$ cat src/rtl/glpf_pkg.sv
// ----------------------------------------------------------------------------
// glpf_pkg
// shared constants, types and helpers of the grid local peak finder
// ----------------------------------------------------------------------------
package glpf_pkg;

    localparam int SAMPLE_W  = 16;
    localparam int MAX_ROWS  = 128;
    localparam int MAX_COLS  = 128;
    localparam int IDX_W     = 7;
    localparam int SIZE_W    = 8;
    localparam int CFG_W     = 8;
    localparam int CFG_IDX_W = 1;
    localparam int TDATA_IN_W  = 16;
    localparam int TDATA_OUT_W = 16;
    localparam int ENTRY_W   = 2 * SAMPLE_W;

    localparam logic [CFG_IDX_W-1:0] REG_FRAME_ROWS = 1'd0;
    localparam logic [CFG_IDX_W-1:0] REG_FRAME_COLS = 1'd1;

    // peak slots raised by one sample
    localparam int SLOT_ABOVE = 0;  // cell above the sample
    localparam int SLOT_LEFT  = 1;  // last-row cell left of the sample
    localparam int SLOT_SELF  = 2;  // the sample itself, last cell of frame
    localparam int SLOTS      = 3;

    typedef struct packed {
        logic [SAMPLE_W-1:0] older;
        logic [SAMPLE_W-1:0] middle;
    } line_entry_t;

    typedef struct packed {
        logic [SLOTS-1:0] hit;
        logic [IDX_W-1:0] row;
        logic [IDX_W-1:0] col;
    } peak_set_t;

    function automatic logic [SIZE_W-1:0] clamp_size(input logic [CFG_W-1:0] v,
                                                     input logic [SIZE_W-1:0] hi);
        logic [SIZE_W-1:0] r;
        begin
            if (v < SIZE_W'(2))
                r = SIZE_W'(2);
            else if (v > hi)
                r = hi;
            else
                r = v;
            return r;
        end
    endfunction

endpackage

$ cat src/rtl/glpf_peak_queue.sv
// ----------------------------------------------------------------------------
// glpf_peak_queue
// holds the peaks raised by one sample and sends them out one per transfer
// ----------------------------------------------------------------------------
module glpf_peak_queue (
    input  logic                       clk,
    input  logic                       rst_n,
    input  logic                       load,
    input  glpf_pkg::peak_set_t        load_set,
    output logic                       can_load,
    output logic                       out_valid,
    input  logic                       out_ready,
    output logic [glpf_pkg::IDX_W-1:0] peak_row,
    output logic [glpf_pkg::IDX_W-1:0] peak_col,
    output logic                       last_of_run
);

    logic [glpf_pkg::SLOTS-1:0] hit_reg;
    logic [glpf_pkg::SLOTS-1:0] hit_next;
    logic [glpf_pkg::IDX_W-1:0] row_reg;
    logic [glpf_pkg::IDX_W-1:0] col_reg;
    logic                       valid_reg;
    logic [glpf_pkg::IDX_W-1:0] prow_reg;
    logic [glpf_pkg::IDX_W-1:0] pcol_reg;
    logic                       last_reg;

    logic                       move;
    logic [glpf_pkg::SLOTS-1:0] pick;
    logic [glpf_pkg::SLOTS-1:0] remaining;
    logic [glpf_pkg::IDX_W-1:0] sel_row;
    logic [glpf_pkg::IDX_W-1:0] sel_col;

    always_comb
    begin
        pick    = '0;
        sel_row = row_reg;
        sel_col = col_reg;
        if (hit_reg[glpf_pkg::SLOT_ABOVE])
        begin
            pick[glpf_pkg::SLOT_ABOVE] = 1'b1;
            sel_row = row_reg - glpf_pkg::IDX_W'(1);
        end
        else if (hit_reg[glpf_pkg::SLOT_LEFT])
        begin
            pick[glpf_pkg::SLOT_LEFT] = 1'b1;
            sel_col = col_reg - glpf_pkg::IDX_W'(1);
        end
        else if (hit_reg[glpf_pkg::SLOT_SELF])
        begin
            pick[glpf_pkg::SLOT_SELF] = 1'b1;
        end
    end

    assign remaining = hit_reg & ~pick;
    assign move      = (|hit_reg) && (!valid_reg || out_ready);
    assign can_load  = (hit_reg == '0) || (move && (remaining == '0));

    always_comb
    begin
        if (load)
            hit_next = load_set.hit;
        else if (move)
            hit_next = remaining;
        else
            hit_next = hit_reg;
    end

    always_ff @(posedge clk or negedge rst_n)
    begin
        if (!rst_n)
        begin
            hit_reg   <= '0;
            valid_reg <= 1'b0;
        end
        else
        begin
            hit_reg <= hit_next;
            if (move)
                valid_reg <= 1'b1;
            else if (out_ready)
                valid_reg <= 1'b0;
        end
    end

    always_ff @(posedge clk)
    begin
        if (load)
        begin
            row_reg <= load_set.row;
            col_reg <= load_set.col;
        end
        if (move)
        begin
            prow_reg <= sel_row;
            pcol_reg <= sel_col;
            last_reg <= (remaining == '0);
        end
    end

    assign out_valid   = valid_reg;
    assign peak_row    = prow_reg;
    assign peak_col    = pcol_reg;
    assign last_of_run = last_reg;

endmodule

$ cat config.mk
export PLATFORM = sky130hd
export DESIGN_NAME = glpf_peak_queue
export DESIGN_NICKNAME = d
export VERILOG_FILES = /design/src/rtl/glpf_pkg.sv /design/src/rtl/glpf_peak_queue.sv
export SDC_FILE = /design/constraint.sdc
export NUM_CORES = 1
export LEC_CHECK = 0
export ABC_AREA = 0
export BUFFER_PORTS_ARGS = -buffer_cell sky130_fd_sc_hd__buf_2
export CORE_ASPECT_RATIO = 0.7
export CORE_MARGIN = 3
export CORE_UTILIZATION = 40
export DETAILED_ROUTE_END_ITERATION = 16
export GPL_TIMING_DRIVEN = 0
export PLACE_DENSITY_LB_ADDON = 0.05
export RECOVER_POWER = 100
export SETUP_SLACK_MARGIN = 0.05
export SLEW_MARGIN = 20
export SYNTH_ARGS = -nofsm -noshare
export SYNTH_HDL_FRONTEND = slang
export SYNTH_SLANG_ARGS = --single-unit
export TNS_END_PERCENT = 100
$ cat constraint.sdc
create_clock -name clk -period 2.1 [get_ports clk]
set_input_delay 0.21 -clock clk [delete_from_list [all_inputs] [get_ports clk]]
set_output_delay 0.21 -clock clk [all_outputs]
set_load 0.005 [all_outputs]
# Yosys cells after proc, flatten, opt, wreduce, memory -nomap -nowiden
# Index checks and enable logic that the tools add are counted.
[classes]
add_sub_neg = 2
multipliers = 0
div_mod_pow = 0
order_cmp = 0
n_eq_ne = 0
shift = 0
mux = 12
bitwise = 2
n_reduce_logical = 10
[ops]
columns = ["cell", "count"]
rows = [
  ["$mux 7", 3],
  ["$sub 7x1->7 const B", 2],
  ["$logic_not 3->1", 2],
  ["$mux 1", 6],
  ["$mux 3", 2],
  ["$reduce_bool 2->1", 2],
  ["$and 3x3->3", 1],
  ["$not 3->3", 1],
  ["$reduce_or 3->1", 1],
  ["$logic_and 1x1->1", 2],
  ["$logic_or 1x1->1", 2],
  ["$mux 2", 1],
  ["$logic_not 1->1", 1],
]
[totals]
regBits = 33
latch_bits = 0
mem_bits_rw = 0
romBits = 0
inputBits = 21
output_inout_bits = 17
mem_count = 0

# Logic depth before layout (Yosys ltp)
# Gate-level depths: netlist of run 1.
[depth]
depth_word = 8
mapped_depth = 5
mapped_depth_nobuf = 5

# Worst setup path after synthesis of run 1
# Ideal clock, no wire load.
[synth_path]
path_kind = "register to register"
from = "register hit_reg[0] in the netlist's numbering"
to = "register last_reg, in the netlist last_of_run, enable pin"
setup_time_ns = 0.386
t_arrival_ns = 1.419
required_time_ns = 1.714
setup_slack_ns = 0.295
stages_incl_launch_ff = 4
period_less_slack_ns = 1.805
cell_sequence = "dfrtp_1 > buf_1 > nor3_1 > nor2_1"
[synth_via]
elab_chain_len = 2
[synth_rtl]
columns = ["item", "line_no", "source"]
rows = [
  ["start, declared", "glpf_peak_queue.sv:18", "logic [glpf_pkg::SLOTS-1:0] hit_reg;"],
  ["start signal, assigned", "glpf_peak_queue.sv:77", "hit_reg <= hit_next;"],
  ["$reduce_or 3->1", "glpf_peak_queue.sv:55", "assign move = (|hit_reg) && (!valid_reg || out_ready);"],
  ["$logic_and 1x1->1", "glpf_peak_queue.sv:55", ""],
  ["named net move", "glpf_peak_queue.sv:27", "logic move;"],
  ["end signal, assigned", "glpf_peak_queue.sv:96", "last_reg <= (remaining == '0);"],
  ["end, declared", "glpf_peak_queue.sv:25", "logic last_reg;"],
]
# The timed path passes the listed nets, and every way through them passes these cells.
# A chain may end at the register's enable or synchronous reset.

# Worst setup path after layout of run 1
[layout_path]
from = "register hit_reg[0] in the netlist's numbering"
to = "output port can_load"
[layout_via]
elab_chain_len = 6
word_cells_on_any_way = 10
cone_classes = "mux: 2; bitwise: 2; reduce/logical: 6"
[layout_rtl]
columns = ["item", "line_no", "source"]
rows = [
  ["$mux 1 or $mux 2 (tied branches)", "glpf_peak_queue.sv:38", "if (hit_reg[glpf_pkg::SLOT_ABOVE])"],
  ["$not 3->3", "glpf_peak_queue.sv:54", "assign remaining = hit_reg & ~pick;"],
  ["$and 3x3->3", "glpf_peak_queue.sv:54", ""],
  ["$logic_not 3->1", "glpf_peak_queue.sv:56", "assign can_load = (hit_reg == '0) || (move && (remaining == '0));"],
  ["$logic_and 1x1->1", "glpf_peak_queue.sv:56", ""],
  ["$logic_or 1x1->1 (*)", "glpf_peak_queue.sv:56", ""],
  ["end, declared", "glpf_peak_queue.sv:10", "output logic can_load,"],
]
# Every way passes the cells marked *; elsewhere a longest branch is shown, timed or not.

==> tab_implementation.tex, run 1 <==
\begin{tabular}{lr}
\hline
Metric & Value \\
\hline
\multicolumn{2}{l}{\textbf{Critical path}} \\
Nature of the critical path endpoint & output pin \\
Crit-path cells & clkbuf\_1 > maj3\_1 > o21ai\_0 > clkbuf\_1 \\
Setup crit start kind & flip-flop \\
Largest stage delay on the critical path & 0.42 ns \\
Crit-path most repeated cell & sky130\_fd\_sc\_hd\_\_clkbuf\_1 \\
Cell at the slowest stage of the critical path & sky130\_fd\_sc\_hd\_\_dfrtp\_1 \\
Worst reg-to-reg setup slack & 0.41 ns \\
FF-to-FF path depth & 3 \\
Endpoint required time on the critical path & 1.89 ns \\
Maximum fanout encountered on the critical timing path & 10 \\
Setup Crit Path Kind & reg -> out \\
Signal arrival time at the worst endpoint & 1.62 ns \\
\multicolumn{2}{l}{\textbf{Pwr}} \\
Fraction of power consumed by combinational cells & 10.3\% \\
Total leakage power & 0.000632 µW \\
Internal & 1090 µW \\
Switching Power & 321 µW \\
Share of total power in the clock network & 31.3\% \\
Power consumption & 1410 µW \\
Total power density per cell area & 866 nW/µm² \\
Maximum ir drop on the vdd rail & 0.486 mV \\
Portion of total power attributed to sequential cells & 58.5\% \\
Net switching share of the total power & 22.7\% \\
\multicolumn{2}{l}{\textbf{Synth}} \\
Post-Synth XOR/XNOR Area & 7.21\% \\
Area fraction in compound gates after synthesis & 4.12\% \\
YS warnings & 0 \\
Mean instance size in the synthesized netlist & 15.2 µm² \\
Net count after synthesis & 111 \\
Summed instance area of the synthesized netlist & 1340 µm² \\
Combinational family with the most area after synthesis & simple AND/OR/NAND/NOR gates \\
Simple logic cell fraction of the synthesized area & 11.0\% \\
Synth unique cells & 26 \\
\#FFs+latches synth & 33 \\
Share of synthesized cell area in full adder, half adder and majority cells & 2.62\% \\
Sequential-to-total area share from yosys stat & 72.7\% \\
Mux cell area share after synthesis & 0.749\% \\
Cell count after synthesis & 88 \\
\multicolumn{2}{l}{\textbf{Timing}} \\
Slew HR & 35.5\% \\
Period utilization & 87.3\% \\
Crit path setup slack, layout & 0.266 ns \\
Final critical-path required period & 1.83 ns \\
Fmax & 545 MHz \\
Worst Tran Pin Value & 0.968 ns \\
Hold violation count in the final report & 0 \\
Final number of setup-violating endpoints & 0 \\
RSZ-0062 raised after global routing & no \\
Clock Skew & 0.00350 ns \\
Max-slew violation count & 0 \\
\multicolumn{2}{l}{\textbf{Routing}} \\
Detailed-route wire length per cell & 13.5 µm \\
Residual DRC count & 0 \\
Vias after detailed routing & 805 \\
Ratio of routed vias to standard cells & 4.74 \\
First-pass iteration count of the detailed router & 2 \\
Routed Wire Length & 2290 µm \\
Antenna viol nets, final & 0 \\
Number of DRC markers after the initial detailed-route iteration & 40 \\
\multicolumn{2}{l}{\textbf{Min path}} \\
Worst Hold Class & in -> reg \\
Worst hold path cell count & 1 \\
\multicolumn{2}{l}{\textbf{Clock network}} \\
Clock Tree Buf Depth & 2 \\
Clock root buffer & sky130\_fd\_sc\_hd\_\_clkbuf\_8 \\
Clock-pin transition on the worst setup and hold timing paths & 0.06 ns \\
Number of buffers created by CTS & 5 \\
Buffer count from post-CTS setup fixing & 0 \\
CTS sink count & 33 \\
CTS tree & done \\
Maximum level of the CTS H-tree & 2 \\
Clock network latency to the later pin of the worst-skew pair & 0.28 ns \\
\multicolumn{2}{l}{\textbf{Run}} \\
Max cap viols & 0 \\
\multicolumn{2}{l}{\textbf{Final layout}} \\
Number of antenna cells inserted & 0 \\
Commonest cells after routing, fill and taps aside & sky130\_fd\_sc\_hd\_\_edfxtp\_1 (29), sky130\_fd\_sc\_hd\_\_buf\_2 (24), sky130\_fd\_sc\_hd\_\_clkbuf\_1 (16), sky130\_fd\_sc\_hd\_\_nand2\_1 (8) \\
Layout overhead on the synthesized area & 22.3\% \\
Final \#Nets & 156 \\
Most common library cell in the layout ignoring fill and taps & sky130\_fd\_sc\_hd\_\_edfxtp\_1 \\
Area used by sequential logic in the layout & 971 µm² \\
Fraction of final layout cells with drive strength greater than 1 & 23.1\% \\
Count of filler cells inserted in the layout & 267 \\
Area occupied by multi-input gates & 337 µm² \\
\multicolumn{2}{l}{\textbf{Floorplan}} \\
Standard-cell rows & 16 \\
Die H & 54.4 µm \\
Die Wd & 75.1 µm \\
Die Footprint & 4080 µm² \\
Number of I/O pins & 38 \\
Core area & 2980 µm² \\
Initial core utilization & 44.8\% \\
\multicolumn{2}{l}{\textbf{GRT}} \\
First-pass GRT wire length & 3580 µm \\
Antenna violations before repair & 0 \\
Maximum number of pins on one net before global-route repair & 21 \\
Via count of the first global-routing pass & 772 \\
Total routing usage reported by global routing & 13.0\% \\
Total congestion overflow after global routing & 0 \\
\multicolumn{2}{l}{\textbf{Placement}} \\
Half-perimeter wire length after placement & 1630 µm \\
Buffers added on ports & 37 \\
Routability cong. & 0.704 \\
Worst-case setup slack after placement & 0.171 ns \\
\multicolumn{2}{l}{\textbf{Outcome}} \\
Run status & completed \\
\hline
\end{tabular}
[worst max-delay path: cells and delay by family, from the launching register on]
kind,cells,cell delay (ns)
flip-flops,1,0.42
adder cells (fa/ha/maj),1,0.40
buffers and inverters,2,0.38
AO/OA/AOI/OAI,1,0.15
[stage by stage]
step	hold slack, ns	cells	util [%]	cell area (µm²)	setup TNS (ns)
final	0.103	170	54.8	1630	0
after global routing	0.0782	170	54.8	1630	0
after CTS	0.0953	170	55.6	1660	0
after detailed placement	0.0216	161	52.6	1570	0
after global placement	0.0201	161	52.5	1570	-1.41
after floorplan	-0.0856	88	-	1340	0
[per-layer routing]
layer,track usage [%],vias up,part of all wire [%]
met1,16.9,360,51
met5,0,-,0
met3,7.34,4,7.2
li1,-,413,-
met4,4.44,0,0.96
met2,18.2,28,41
[power groups by stage]
stage / combinational [µW] / clock (µW) / sequential [µW]
CTS: 154 / 457 / 828
detailed placement: 152 / 0 / 842
global route: 167 / 497 / 836
floorplan: 66.4 / 0 / 841
global placement: 145 / 0 / 840
finish: 145 / 442 / 827
[kinds of logic after synthesis]
| group | count (synthesis) |
|---|---|
| flip-flops | 33 |
| buffers and inverters | 6 |
| adder cells (fa/ha/maj) | 3 |
| multiplexers | 1 |
| XOR/XNOR | 11 |
| AND/OR/NAND/NOR | 24 |
| AO/OA/AOI/OAI | 10 |
[Yosys cell counts]
master | number | area [µm²]
sky130_fd_sc_hd__nor3_2 | 2 | 20.0
sky130_fd_sc_hd__mux2i_1 | 1 | 10.0
sky130_fd_sc_hd__nor2b_1 | 1 | 6.26
sky130_fd_sc_hd__xnor2_1 | 4 | 35.0
sky130_fd_sc_hd__inv_1 | 5 | 18.8
sky130_fd_sc_hd__nor3_1 | 1 | 5.00
sky130_fd_sc_hd__maj3_1 | 1 | 10.0
sky130_fd_sc_hd__o21ai_0 | 7 | 35.0
sky130_fd_sc_hd__or4_1 | 1 | 7.51
sky130_fd_sc_hd__or2_2 | 1 | 6.26
sky130_fd_sc_hd__nor4bb_1 | 1 | 10.0
sky130_fd_sc_hd__o31ai_1 | 1 | 7.51
sky130_fd_sc_hd__a21oi_1 | 1 | 5.00
sky130_fd_sc_hd__nor4_1 | 2 | 12.5
sky130_fd_sc_hd__nand2_1 | 8 | 30.0
sky130_fd_sc_hd__nand2b_1 | 1 | 6.26
sky130_fd_sc_hd__ha_1 | 2 | 25.0
sky130_fd_sc_hd__nor2_1 | 3 | 11.3
sky130_fd_sc_hd__xor2_1 | 7 | 61.3
sky130_fd_sc_hd__o21a_1 | 1 | 7.51
sky130_fd_sc_hd__buf_1 | 1 | 3.75
sky130_fd_sc_hd__edfxtp_1 | 29 | 871
sky130_fd_sc_hd__or3_1 | 1 | 6.26
sky130_fd_sc_hd__dfrtp_1 | 4 | 100
sky130_fd_sc_hd__nand4bb_1 | 1 | 11.3
sky130_fd_sc_hd__or4b_4 | 1 | 13.8
[worst paths after layout]
check                            start     endpoint
setup / recovery            hit_reg[0]     can_load
hold / removal             load_set[8]   row_reg[1]
setup reg to reg            hit_reg[0]  peak_row[5]
hold reg to reg             col_reg[6]  peak_col[6]
max in group asynchronous        rst_n    out_valid
min in group asynchronous        rst_n   hit_reg[0]
[what timing repair did]
item	CTS	global route
hold buffers	1	0
endpoints found under the hold margin	4	0
gates resized for setup	0	1
endpoints found under the setup margin	0	15
[cell type report]
| type | count | share of cell area, % |
|---|---|---|
| clock buffers | 8 | 4.90 |
| well taps | 36 | 2.76 |
| plain buffers | 1 | 0.230 |
| repair buffers | 38 | 10.9 |
| inverters | 5 | 1.15 |
| multi-input cells | 49 | 20.6 |
| flip-flops and latches | 33 | 59.4 |
Power figures use the tool's default switching activity.
==> run 2, diff against run 1 <==
Settings changed: CORE_ASPECT_RATIO 0.7 to 1.75, PLACE_DENSITY_LB_ADDON 0.05 to default, TNS_END_PERCENT 100 to 1.
==> run 2 against run 1 <==
  * Cell count is 4.1% higher
  * Hold slack worse by 0.00052 ns
  * Combinational power is 3% lower
  * Global-route usage is 2.0 points lower
  * Fmax hardly changed
  * Clock power is 14% higher
  * Clock skew is 0.0023 ns lower
  * Flip-flop and latch count stayed put
  * Final area is 1.9% higher
==> tab_implementation.tex, run 2 (synthesized netlist as in run 1, its figures left out) <==
\begin{tabular}{lr}
\hline
Metric & Value \\
\hline
\multicolumn{2}{l}{\textbf{Min path}} \\
Source of the worst hold timing path & load\_set[13] \\
Worst Hold Class & in -> reg \\
Worst hold path cell count & 1 \\
\multicolumn{2}{l}{\textbf{Pwr}} \\
Internal & 1160 µW \\
Portion of total power attributed to sequential cells & 56.3\% \\
Total leakage power & 0.000660 µW \\
Fraction of power consumed by combinational cells & 9.6\% \\
Total power density per cell area & 882 nW/µm² \\
Switching Power & 313 µW \\
Maximum ir drop on the vdd rail & 0.519 mV \\
Net switching share of the total power & 21.3\% \\
Share of total power in the clock network & 34.2\% \\
Power consumption & 1470 µW \\
\multicolumn{2}{l}{\textbf{Final layout}} \\
Fraction of final layout cells with drive strength greater than 1 & 29.1\% \\
Area used by sequential logic in the layout & 971 µm² \\
Final \#Nets & 156 \\
Number of antenna cells inserted & 0 \\
Area occupied by multi-input gates & 332 µm² \\
Count of filler cells inserted in the layout & 318 \\
Layout overhead on the synthesized area & 24.6\% \\
Commonest cells after routing, fill and taps aside & sky130\_fd\_sc\_hd\_\_edfxtp\_1 (29), sky130\_fd\_sc\_hd\_\_buf\_2 (29), sky130\_fd\_sc\_hd\_\_clkbuf\_1 (9), sky130\_fd\_sc\_hd\_\_nand2\_1 (8) \\
Filler-free cell count of the finished design & 177 \\
\multicolumn{2}{l}{\textbf{Critical path}} \\
Maximum fanout encountered on the critical timing path & 10 \\
Endpoint required time on the critical path & 1.89 ns \\
Worst reg2reg path startpoint & hit\_reg[0] \\
Crit-path most repeated cell & sky130\_fd\_sc\_hd\_\_clkbuf\_1 \\
Setup crit start kind & flip-flop \\
FF-to-FF path depth & 3 \\
Cell at the slowest stage of the critical path & sky130\_fd\_sc\_hd\_\_dfrtp\_1 \\
Crit-path cells & clkbuf\_1 > maj3\_1 > o21ai\_0 > clkbuf\_1 \\
Setup Crit Path Kind & reg -> out \\
Largest stage delay on the critical path & 0.42 ns \\
Nature of the critical path endpoint & output pin \\
Signal arrival time at the worst endpoint & 1.63 ns \\
Worst reg-to-reg setup slack & 0.29 ns \\
Source of the critical timing path & hit\_reg[0] \\
\multicolumn{2}{l}{\textbf{Floorplan}} \\
Die Wd & 49.7 µm \\
Die H & 82.5 µm \\
Initial core utilization & 42.1\% \\
Number of I/O pins & 38 \\
Die Footprint & 4100 µm² \\
Standard-cell rows & 27 \\
Core area & 3180 µm² \\
\multicolumn{2}{l}{\textbf{Clock network}} \\
Clock-pin transition on the worst setup and hold timing paths & 0.06 ns \\
Clock network latency to the later pin of the worst-skew pair & 0.28 ns \\
Number of buffers created by CTS & 5 \\
CTS sink count & 33 \\
Clock Tree Buf Depth & 2 \\
CTS tree & done \\
Clock root buffer & sky130\_fd\_sc\_hd\_\_clkbuf\_8 \\
Maximum level of the CTS H-tree & 2 \\
\multicolumn{2}{l}{\textbf{Timing}} \\
Period utilization & 87.4\% \\
Clock Skew & 0.00121 ns \\
RSZ-0062 raised after global routing & no \\
Setup TNS after final layout & 0 ns \\
Max-slew violation count & 0 \\
Hold violation count in the final report & 0 \\
Worst Tran Pin Value & 0.879 ns \\
Slew HR & 41.4\% \\
Final number of setup-violating endpoints & 0 \\
Crit path setup slack, layout & 0.265 ns \\
Fin Hold WS & 0.103 ns \\
Final critical-path required period & 1.84 ns \\
Fmax & 545 MHz \\
\multicolumn{2}{l}{\textbf{GRT}} \\
Antenna violations before repair & 0 \\
First-pass GRT wire length & 3200 µm \\
Maximum number of pins on one net before global-route repair & 21 \\
Via count of the first global-routing pass & 780 \\
Total routing usage reported by global routing & 11.0\% \\
Total congestion overflow after global routing & 0 \\
\multicolumn{2}{l}{\textbf{Routing}} \\
Vias after detailed routing & 808 \\
Number of DRC markers after the initial detailed-route iteration & 7 \\
Routed Wire Length & 1990 µm \\
First-pass iteration count of the detailed router & 4 \\
Antenna viol nets, final & 0 \\
Residual DRC count & 0 \\
Ratio of routed vias to standard cells & 4.56 \\
Detailed-route wire length per cell & 11.3 µm \\
\multicolumn{2}{l}{\textbf{Placement}} \\
Placed Cells incl. Taps & 168 \\
Buffers added on ports & 37 \\
Worst-case setup slack after placement & -0.0253 ns \\
Routability cong. & 0.701 \\
Half-perimeter wire length after placement & 1530 µm \\
\multicolumn{2}{l}{\textbf{Outcome}} \\
Run status & completed \\
\multicolumn{2}{l}{\textbf{Run}} \\
Max cap viols & 0 \\
\hline
\end{tabular}
[run 2: final timing paths]
check                              end
setup reg to reg           peak_row[4]
max in group asynchronous    out_valid
hold reg to reg            peak_col[6]
min in group asynchronous   hit_reg[0]
hold / removal              row_reg[6]
setup / recovery              can_load
[run 2: power groups by stage]
stage	Combinational (µW)	Sequential (µW)	Clock, µW
after floorplan	66.4	841	0
after global placement	140	838	0
after detailed placement	144	842	0
after CTS	148	828	514
after global routing	159	836	541
final	140	826	502
[run 2: timing repair]
item,in CTS,in global routing
endpoints found under the hold margin,4,0
hold buffers,1,0
setup buffers,0,0
resized for setup,1,0
setup endpoints to repair,15,0
[run 2: per-layer routing]
| metal | up-vias | GRT usage [%] | wire length (µm) |
|---|---|---|---|
| met5 | - | 0 | 0 |
| met4 | 0 | 9.14 | 66 |
| met2 | 28 | 20.0 | 1090 |
| met1 | 365 | 9.19 | 704 |
| li1 | 409 | - | - |
| met3 | 6 | 4.31 | 136 |
[run 2: critical path, delay by kind of cell, from the launching register on]
kind | cells | cell delay, ns
fa+ha+maj | 1 | 0.40
compound gates | 1 | 0.15
buf+inv | 2 | 0.37
flops | 1 | 0.42
[run 2: cell type report]
cell class                      instances  area share (%)
Tap cell                               43            3.23
Clock inverter                          1           0.301
Inverter                                5            1.13
Clock buffer                            7            5.79
Buffer                                  1           0.225
Sequential cell                        33            58.3
Multi-Input combinational cell         49            19.9
Timing Repair Buffer                   38            11.1
[run 2: stage by stage]
step | util, % | area, µm²
2_1_floorplan | - | 1340
3_3_place_gp | 49.6 | 1580
3_5_place_dp | 49.6 | 1580
4_1_cts | 53.2 | 1690
5_1_grt | 52.4 | 1670
6_report | 52.4 | 1670
